==> config.mk <==
export PLATFORM = sky130hd
export DESIGN_NAME = mandelbrot_escape_time_core
export DESIGN_NICKNAME = d
export VERILOG_FILES = /design/src/mbe_pkg.sv /design/src/mbe_datapath.sv /design/src/mandelbrot_escape_time_core.sv
export SDC_FILE = /design/constraint.sdc
export NUM_CORES = 2
export LEC_CHECK = 0
export BUFFER_PORTS_ARGS = -buffer_cell sky130_fd_sc_hd__clkbuf_2
export CAP_MARGIN = 15
export CORE_MARGIN = 2
export CORE_UTILIZATION = 45
export DETAILED_ROUTE_END_ITERATION = 8
export PLACE_DENSITY = 0.69
export SETUP_SLACK_MARGIN = 0.15
export SKIP_CTS_REPAIR_TIMING = 1
export SYNTH_ARGS = -nofsm -noshare
export SYNTH_HDL_FRONTEND = slang
export SYNTH_SLANG_ARGS = --single-unit
==> constraint.sdc <==
create_clock -name clock -period 15.15 [get_ports clock]
set_clock_uncertainty 0.05 [all_clocks]
set_input_delay 1.515 -clock clock [delete_from_list [all_inputs] [get_ports clock]]
set_output_delay 1.515 -clock clock [all_outputs]
set_load 0.005 [all_outputs]
==> src/mbe_pkg.sv <==
`timescale 1ns / 1ps
// ----------------------------------------------------------------------------
// Mandelbrot escape-time package
// Shared types, register map and fixed-point helpers for the escape-time core.
// ----------------------------------------------------------------------------
package mbe_pkg;

   // operand pairing for the shared multiplier
   typedef enum logic [1:0] {
      MUL_RE_RE,
      MUL_IM_IM,
      MUL_RE_IM
   } mul_sel_type;

   // sequencer to datapath control group
   typedef struct packed {
      logic        load;
      mul_sel_type mul_sel;
      logic        capture_rr;
      logic        capture_dsq;
      logic        update;
   } dp_ctrl_type;

   // register index, taken from paddr[2]
   localparam logic CSR_IDX_LIMIT = 1'b0;

   localparam int  CSR_ADDR_WIDTH  = 3;
   localparam int  CSR_DATA_WIDTH  = 32;
   localparam int  LIMIT_RESET     = 255;
   localparam int  COORD_WIDTH     = 32;
   localparam int  PROD_WIDTH      = 64;
   localparam int  RESULT_WIDTH    = 16;

   // clamp a 64-bit signed value to the signed 32-bit range
   function automatic logic signed [COORD_WIDTH-1:0] sat32(
      input logic signed [PROD_WIDTH-1:0] v
   );
      logic signed [COORD_WIDTH-1:0] r;
      if (v > 64'sd2147483647) begin
         r = 32'sh7fffffff;
      end else if (v < -64'sd2147483648) begin
         r = 32'sh80000000;
      end else begin
         r = v[COORD_WIDTH-1:0];
      end
      return r;
   endfunction

endpackage

==> src/mbe_datapath.sv <==
`timescale 1ns / 1ps
// ----------------------------------------------------------------------------
// Mandelbrot escape-time datapath
// Holds z and c, runs one shared 32x32 multiplier, checks |z|^2 >= 4.
// ----------------------------------------------------------------------------
module mbe_datapath #(
   parameter int FRAC_BITS = 27
) (
   input  logic                                   clock,
   input  logic signed [mbe_pkg::COORD_WIDTH-1:0] req_c_real,
   input  logic signed [mbe_pkg::COORD_WIDTH-1:0] req_c_imag,
   input  mbe_pkg::dp_ctrl_type                   ctrl,
   output logic                                   escaped
);

   localparam int TSHIFT = 2 * FRAC_BITS + 2;

   logic signed [mbe_pkg::COORD_WIDTH-1:0] c_re_ff, c_im_ff;
   logic signed [mbe_pkg::COORD_WIDTH-1:0] re_ff, re_in;
   logic signed [mbe_pkg::COORD_WIDTH-1:0] im_ff, im_in;
   logic signed [mbe_pkg::PROD_WIDTH-1:0]  prod_ff, prod_in;
   logic signed [mbe_pkg::PROD_WIDTH-1:0]  rr_ff;
   logic signed [mbe_pkg::PROD_WIDTH-1:0]  dsq_ff, dsq_in;
   logic signed [mbe_pkg::COORD_WIDTH-1:0] mul_a, mul_b;
   logic        [mbe_pkg::PROD_WIDTH-1:0]  mag_sum;

   always_comb begin
      case (ctrl.mul_sel)
         mbe_pkg::MUL_RE_RE: begin
            mul_a = re_ff;
            mul_b = re_ff;
         end
         mbe_pkg::MUL_IM_IM: begin
            mul_a = im_ff;
            mul_b = im_ff;
         end
         default: begin
            mul_a = re_ff;
            mul_b = im_ff;
         end
      endcase
   end

   // sign-extended 32-bit operands, full 64-bit product
   assign prod_in = mbe_pkg::PROD_WIDTH'(mul_a) * mbe_pkg::PROD_WIDTH'(mul_b);

   // both squares are non-negative and at most 2^62, so the sum fits unsigned
   assign mag_sum = $unsigned(rr_ff) + $unsigned(prod_ff);
   assign escaped = |(mag_sum >> TSHIFT);
   assign dsq_in  = rr_ff - prod_ff;

   // arithmetic shift rounds toward minus infinity
   assign re_in = mbe_pkg::sat32((dsq_ff >>> FRAC_BITS)
                                 + mbe_pkg::PROD_WIDTH'(c_re_ff));
   assign im_in = mbe_pkg::sat32((prod_ff >>> (FRAC_BITS - 1))
                                 + mbe_pkg::PROD_WIDTH'(c_im_ff));

   always_ff @(posedge clock) begin
      prod_ff <= prod_in;
      if (ctrl.load) begin
         c_re_ff <= req_c_real;
         c_im_ff <= req_c_imag;
         re_ff   <= '0;
         im_ff   <= '0;
      end else if (ctrl.update) begin
         re_ff <= re_in;
         im_ff <= im_in;
      end
      if (ctrl.capture_rr) begin
         rr_ff <= prod_ff;
      end
      if (ctrl.capture_dsq) begin
         dsq_ff <= dsq_in;
      end
   end

endmodule

==> src/mandelbrot_escape_time_core.sv <==
`timescale 1ns / 1ps
// ----------------------------------------------------------------------------
// Mandelbrot escape-time core
// Iterates z = z*z + c from z = 0 and reports the escape iteration count (0 if the limit is reached).
//
//  channel   ports                                    handshake
//  request   req_c_real, req_c_imag                   start && !busy
//  result    rsp_escape_count                         rsp_valid, one cycle
//  config    psel, penable, pwrite, paddr, pwdata,     APB read and write, pready = 1
//            prdata, pready
//
// One multiplier forms re^2, im^2 and re*im in turn; each iteration steps
// through S_SQ_RE, S_SQ_IM, S_CROSS and S_UPDATE. Busy is high, and no new
// request is taken, until S_CROSS sees escape or the limit; the result
// strobes as busy drops. Reset clears the sequencer and sets the limit
// to 255. The result cannot be stalled; it is shown for exactly one cycle.
// ----------------------------------------------------------------------------
module mandelbrot_escape_time_core #(
   parameter int FRAC_BITS   = 27,
   parameter int COUNT_WIDTH = 16
) (
   input  logic                                      clock,
   input  logic                                      reset,
   input  logic                                      start,
   output logic                                      busy,
   input  logic signed [mbe_pkg::COORD_WIDTH-1:0]    req_c_real,
   input  logic signed [mbe_pkg::COORD_WIDTH-1:0]    req_c_imag,
   output logic                                      rsp_valid,
   output logic        [mbe_pkg::RESULT_WIDTH-1:0]   rsp_escape_count,
   input  logic                                      psel,
   input  logic                                      penable,
   input  logic                                      pwrite,
   input  logic        [mbe_pkg::CSR_ADDR_WIDTH-1:0] paddr,
   input  logic        [mbe_pkg::CSR_DATA_WIDTH-1:0] pwdata,
   output logic        [mbe_pkg::CSR_DATA_WIDTH-1:0] prdata,
   output logic                                      pready
);

   localparam int LW = (COUNT_WIDTH < mbe_pkg::RESULT_WIDTH) ? COUNT_WIDTH
                                                             : mbe_pkg::RESULT_WIDTH;

   typedef enum logic [2:0] {
      S_IDLE,
      S_SQ_RE,
      S_SQ_IM,
      S_CROSS,
      S_UPDATE
   } state_type;

   state_type                        state_ff;
   logic                             busy_ff;
   logic                             rsp_valid_ff;
   logic [mbe_pkg::RESULT_WIDTH-1:0] rsp_count_ff;
   logic [LW-1:0]                    count_ff;
   logic [LW-1:0]                    limit_ff;
   logic                             accept;
   logic                             csr_write;
   logic                             at_limit;
   logic                             escaped;
   mbe_pkg::dp_ctrl_type             ctrl;

   assign accept    = start && !busy_ff;
   assign csr_write = psel && penable && pwrite;
   assign at_limit  = (count_ff == limit_ff);

   assign busy             = busy_ff;
   assign rsp_valid        = rsp_valid_ff;
   assign rsp_escape_count = rsp_count_ff;
   assign pready           = 1'b1;
   assign prdata = (paddr[2] == mbe_pkg::CSR_IDX_LIMIT)
                 ? mbe_pkg::CSR_DATA_WIDTH'(limit_ff) : '0;

   always_comb begin
      ctrl.load        = accept;
      ctrl.capture_rr  = (state_ff == S_SQ_IM);
      ctrl.capture_dsq = (state_ff == S_CROSS);
      ctrl.update      = (state_ff == S_UPDATE);
      case (state_ff)
         S_SQ_RE: ctrl.mul_sel = mbe_pkg::MUL_RE_RE;
         S_SQ_IM: ctrl.mul_sel = mbe_pkg::MUL_IM_IM;
         default: ctrl.mul_sel = mbe_pkg::MUL_RE_IM;
      endcase
   end

   mbe_datapath #(
      .FRAC_BITS (FRAC_BITS)
   ) u_datapath (
      .clock      (clock),
      .req_c_real (req_c_real),
      .req_c_imag (req_c_imag),
      .ctrl       (ctrl),
      .escaped    (escaped)
   );

   always_ff @(posedge clock) begin
      if (reset) begin
         limit_ff <= LW'(mbe_pkg::LIMIT_RESET);
      end else if (csr_write && paddr[2] == mbe_pkg::CSR_IDX_LIMIT) begin
         limit_ff <= pwdata[LW-1:0];
      end
   end

   always_ff @(posedge clock) begin
      if (reset) begin
         state_ff     <= S_IDLE;
         busy_ff      <= 1'b0;
         rsp_valid_ff <= 1'b0;
         count_ff     <= '0;
      end else begin
         rsp_valid_ff <= 1'b0;
         case (state_ff)
            S_IDLE: begin
               if (accept) begin
                  state_ff <= S_SQ_RE;
                  busy_ff  <= 1'b1;
                  count_ff <= '0;
               end
            end
            S_SQ_RE: state_ff <= S_SQ_IM;
            S_SQ_IM: state_ff <= S_CROSS;
            S_CROSS: begin
               // drop out on escape or when the limit is reached
               if (escaped || at_limit) begin
                  state_ff     <= S_IDLE;
                  busy_ff      <= 1'b0;
                  rsp_valid_ff <= 1'b1;
                  rsp_count_ff <= at_limit ? '0
                                           : mbe_pkg::RESULT_WIDTH'(count_ff);
               end else begin
                  state_ff <= S_UPDATE;
               end
            end
            S_UPDATE: begin
               state_ff <= S_SQ_RE;
               count_ff <= count_ff + 1'b1;
            end
            default: begin
               state_ff <= S_IDLE;
               busy_ff  <= 1'b0;
            end
         endcase
      end
   end

   a_busy_ends_with_result: assert property (@(posedge clock) disable iff (reset)
      (!$past(reset) && $fell(busy_ff)) |-> rsp_valid_ff)
      else $error("busy dropped without a result");

   a_result_single_pulse: assert property (@(posedge clock) disable iff (reset)
      rsp_valid_ff |=> !rsp_valid_ff)
      else $error("result strobe longer than one cycle");

   a_accept_sets_busy: assert property (@(posedge clock) disable iff (reset)
      accept |=> busy_ff)
      else $error("request accepted but core not busy");

   a_result_when_idle: assert property (@(posedge clock) disable iff (reset)
      rsp_valid_ff |-> (!busy_ff && state_ff == S_IDLE))
      else $error("result strobe while still iterating");

endmodule

==> impl_metrics.yaml <==
floorplan:
  coreArea_um2: 123200
  die_h_um: 355.6
  io_pins: 156
  row_count: 129
  die-area_um2: 126500
  initial_utilization_pct: 45.18
  die_width_um: 355.6
route:
  avgRoutedWirePerCell_um: 21.64
  via_per_inst: 5.628
  initialDrtViolationCount: 4006
  route.detailed.drc: 0
  wl_mm: 165.5
  firstDrtPassIters: 7
  ant_nets: 0
  vias: 43050
final_layout:
  area_growth_syn_to_layout_pct: 6.891
  register_area_um2: 8738
  drive_above_1_share_pct: 6.453
  utilization_pct: 48.29
  n_antenna_cell: 0
  multi_input_area_um2: 42060
  design_area_um2: 59470
  nets: 7555
  fillers: 11400
  final_cells: 7650
pwr:
  ir_worst_vdd_mv: 0.1162
  p_per_area_nw_per_um2: 40.39
  finalPower_mw: 2.402
  p_leak_nw: 27.59
synthesis:
  synthMuxAreaShare_pct: 2.231
  synth_edf_count: 181
  synth_async_sr_flop_share_pct: 0
  synthTopCellsByArea: "fa_1 (39%), edfxtp_1 (9.8%), ha_1 (8.6%)"
  synth-xor-area-share_pct: 2.881
  syn_area_per_cell_um2: 9.299
  yosys.area.top_type: "fa_1"
  synth_compound_area_share_pct: 9.544
  ys_warn_count: 0
  synthTopCellsByCount: "inv_1 (1,085), fa_1 (1,084), nor2_1 (691)"
  postSynthCellCount: 5983
  synthAdderAreaFrac_pct: 47.64
  netlist_area_um2: 55640
  yosysMostFrequentCell: "inv_1"
  ys_seq_elements: 346
  synth_top_area_share_pct: 39.01
  ys_types: 85
  synthFlopType: "edfxtp_1"
  synth_top_family_by_area: "adder cells"
  synth-seq-area-share_pct: 15.71
  synth_simple_gate_area_share_pct: 12.77
timing:
  setup_ws_ns: 3.524
  hold_viol_final: 0
  fin_hold_ws_ns: 0.4103
  relSlewSlack_pct: 16.59
  fin_crit_sh_pct: 76.74
  fmax_mhz: 86.02
  slew_violations: 0
  fin_setup_tns_ns: 0
  setup-violations-final: 0
  tightest_slew_ns: 1.216
  rsz0062_at_grt: "no"
  min_period_ns: 11.63
clocking:
  cts_sinks: 346
  cts_buffer_depth: 3
  cts.clk_slew.worst_paths_ns: 0.06
  clockRootBuffer: "clkbuf_16"
  clock_latency_ns: 0.60
  cts_tree: "built"
  numCtsBuffers: 40
  htree_levels: 2
grt:
  grt_pass1_wl_mm: 257.5
  grt_max_degree: 129
  antenna_found_initial: 4
  grt_overflow_total: 0
  grt_usage_pct: 26.47
  grt_pass1_vias: 44550
setup_path:
  r2r_slack_ns: 3.52
  crit_buf_inv: 5
  slowest_stage: "o41ai_1"
  crit_type: "reg -> reg"
  crit_family: "adder cells"
  crit_fanout: 33
  crit_arrival_ns: 12.07
  crit_path_end_kind: "flip-flop"
  max_stage_delay_ns: 0.96
  worst_setup_path_start_kind: "flip-flop"
  cpMostUsedCell: "fa_1"
  critPathRequiredTime_ns: 15.60
place:
  dpl_cell_area_um2: 58100
  dp.cells: 7575
  dp_hpwl_mm: 127.8
  portBuffers: 120
  place_congestion: 0.9510
  pre_cts_slack_ns: 3.647
job:
  maxCapViolations: 0
worst_hold_path:
  hp-class: "reg -> reg"
status:
  status: "finished clean"
## sequential cells by signal, summed over array words and instances (netlist names), 32 cells and up
register            flops
u_datapath.re_ff       32
u_datapath.c_im_ff     32
u_datapath.dsq_ff      37
u_datapath.im_ff       32
u_datapath.rr_ff       64
u_datapath.prod_ff     64
u_datapath.c_re_ff     32
## report_power, final
part           internal, mW  total [mW]  switching (mW)
clock network         0.580       0.998           0.418
logic                 0.134       0.351           0.217
registers              1.03        1.05          0.0242
total                  1.74        2.40           0.659
## cells by family after synthesis
logic type	count (synthesis)
buffers and inverters	1341
other	2
AOI/OAI and AO/OA	847
muxes	117
DFF	346
and+or+nand+nor	1679
adders and majority gates	1468
xor gates and xnor gates	183
## area by class of cell
type	instances	share of cell area, %
multi-input cells	4311	70.72
flip-flops and latches	346	14.69
inverters	1085	6.848
well taps	1637	3.444
repair buffers	198	2.020
clock buffers	49	1.805
clock inverters	24	0.4713
## placed cells by master, fill, tap and decap left out, drive strengths merged, types with 67 or more instances in the layout
cell / n
buf: 76
edfxtp: 181
clkbuf: 170
a21o: 95
inv: 1086
nor2: 691
a21oi: 295
xnor2: 116
nand2: 661
ha: 384
xor2: 67
fa: 1084
dfxtp: 165
o21ai: 190
## final timing paths
kind                                       startpoint                endpoint  depth (start not counted)
worst max-delay path                      state_ff[0]  u_datapath.prod_ff[63]                         30
worst min-delay path            u_datapath.prod_ff[5]     u_datapath.rr_ff[5]                          0
worst max register to register            state_ff[0]  u_datapath.prod_ff[63]                         30
worst min register to register  u_datapath.prod_ff[5]     u_datapath.rr_ff[5]                          0
## metal layers
metal	wire length, um	vias to the layer above	global-route usage (%)
met5	28	-	0
met4	8840	4	11.96
met3	17330	472	6.325
met2	74130	2012	41.13
met1	65220	21830	35.15
li1	-	18730	-
(Power assumes the default switching activity.)
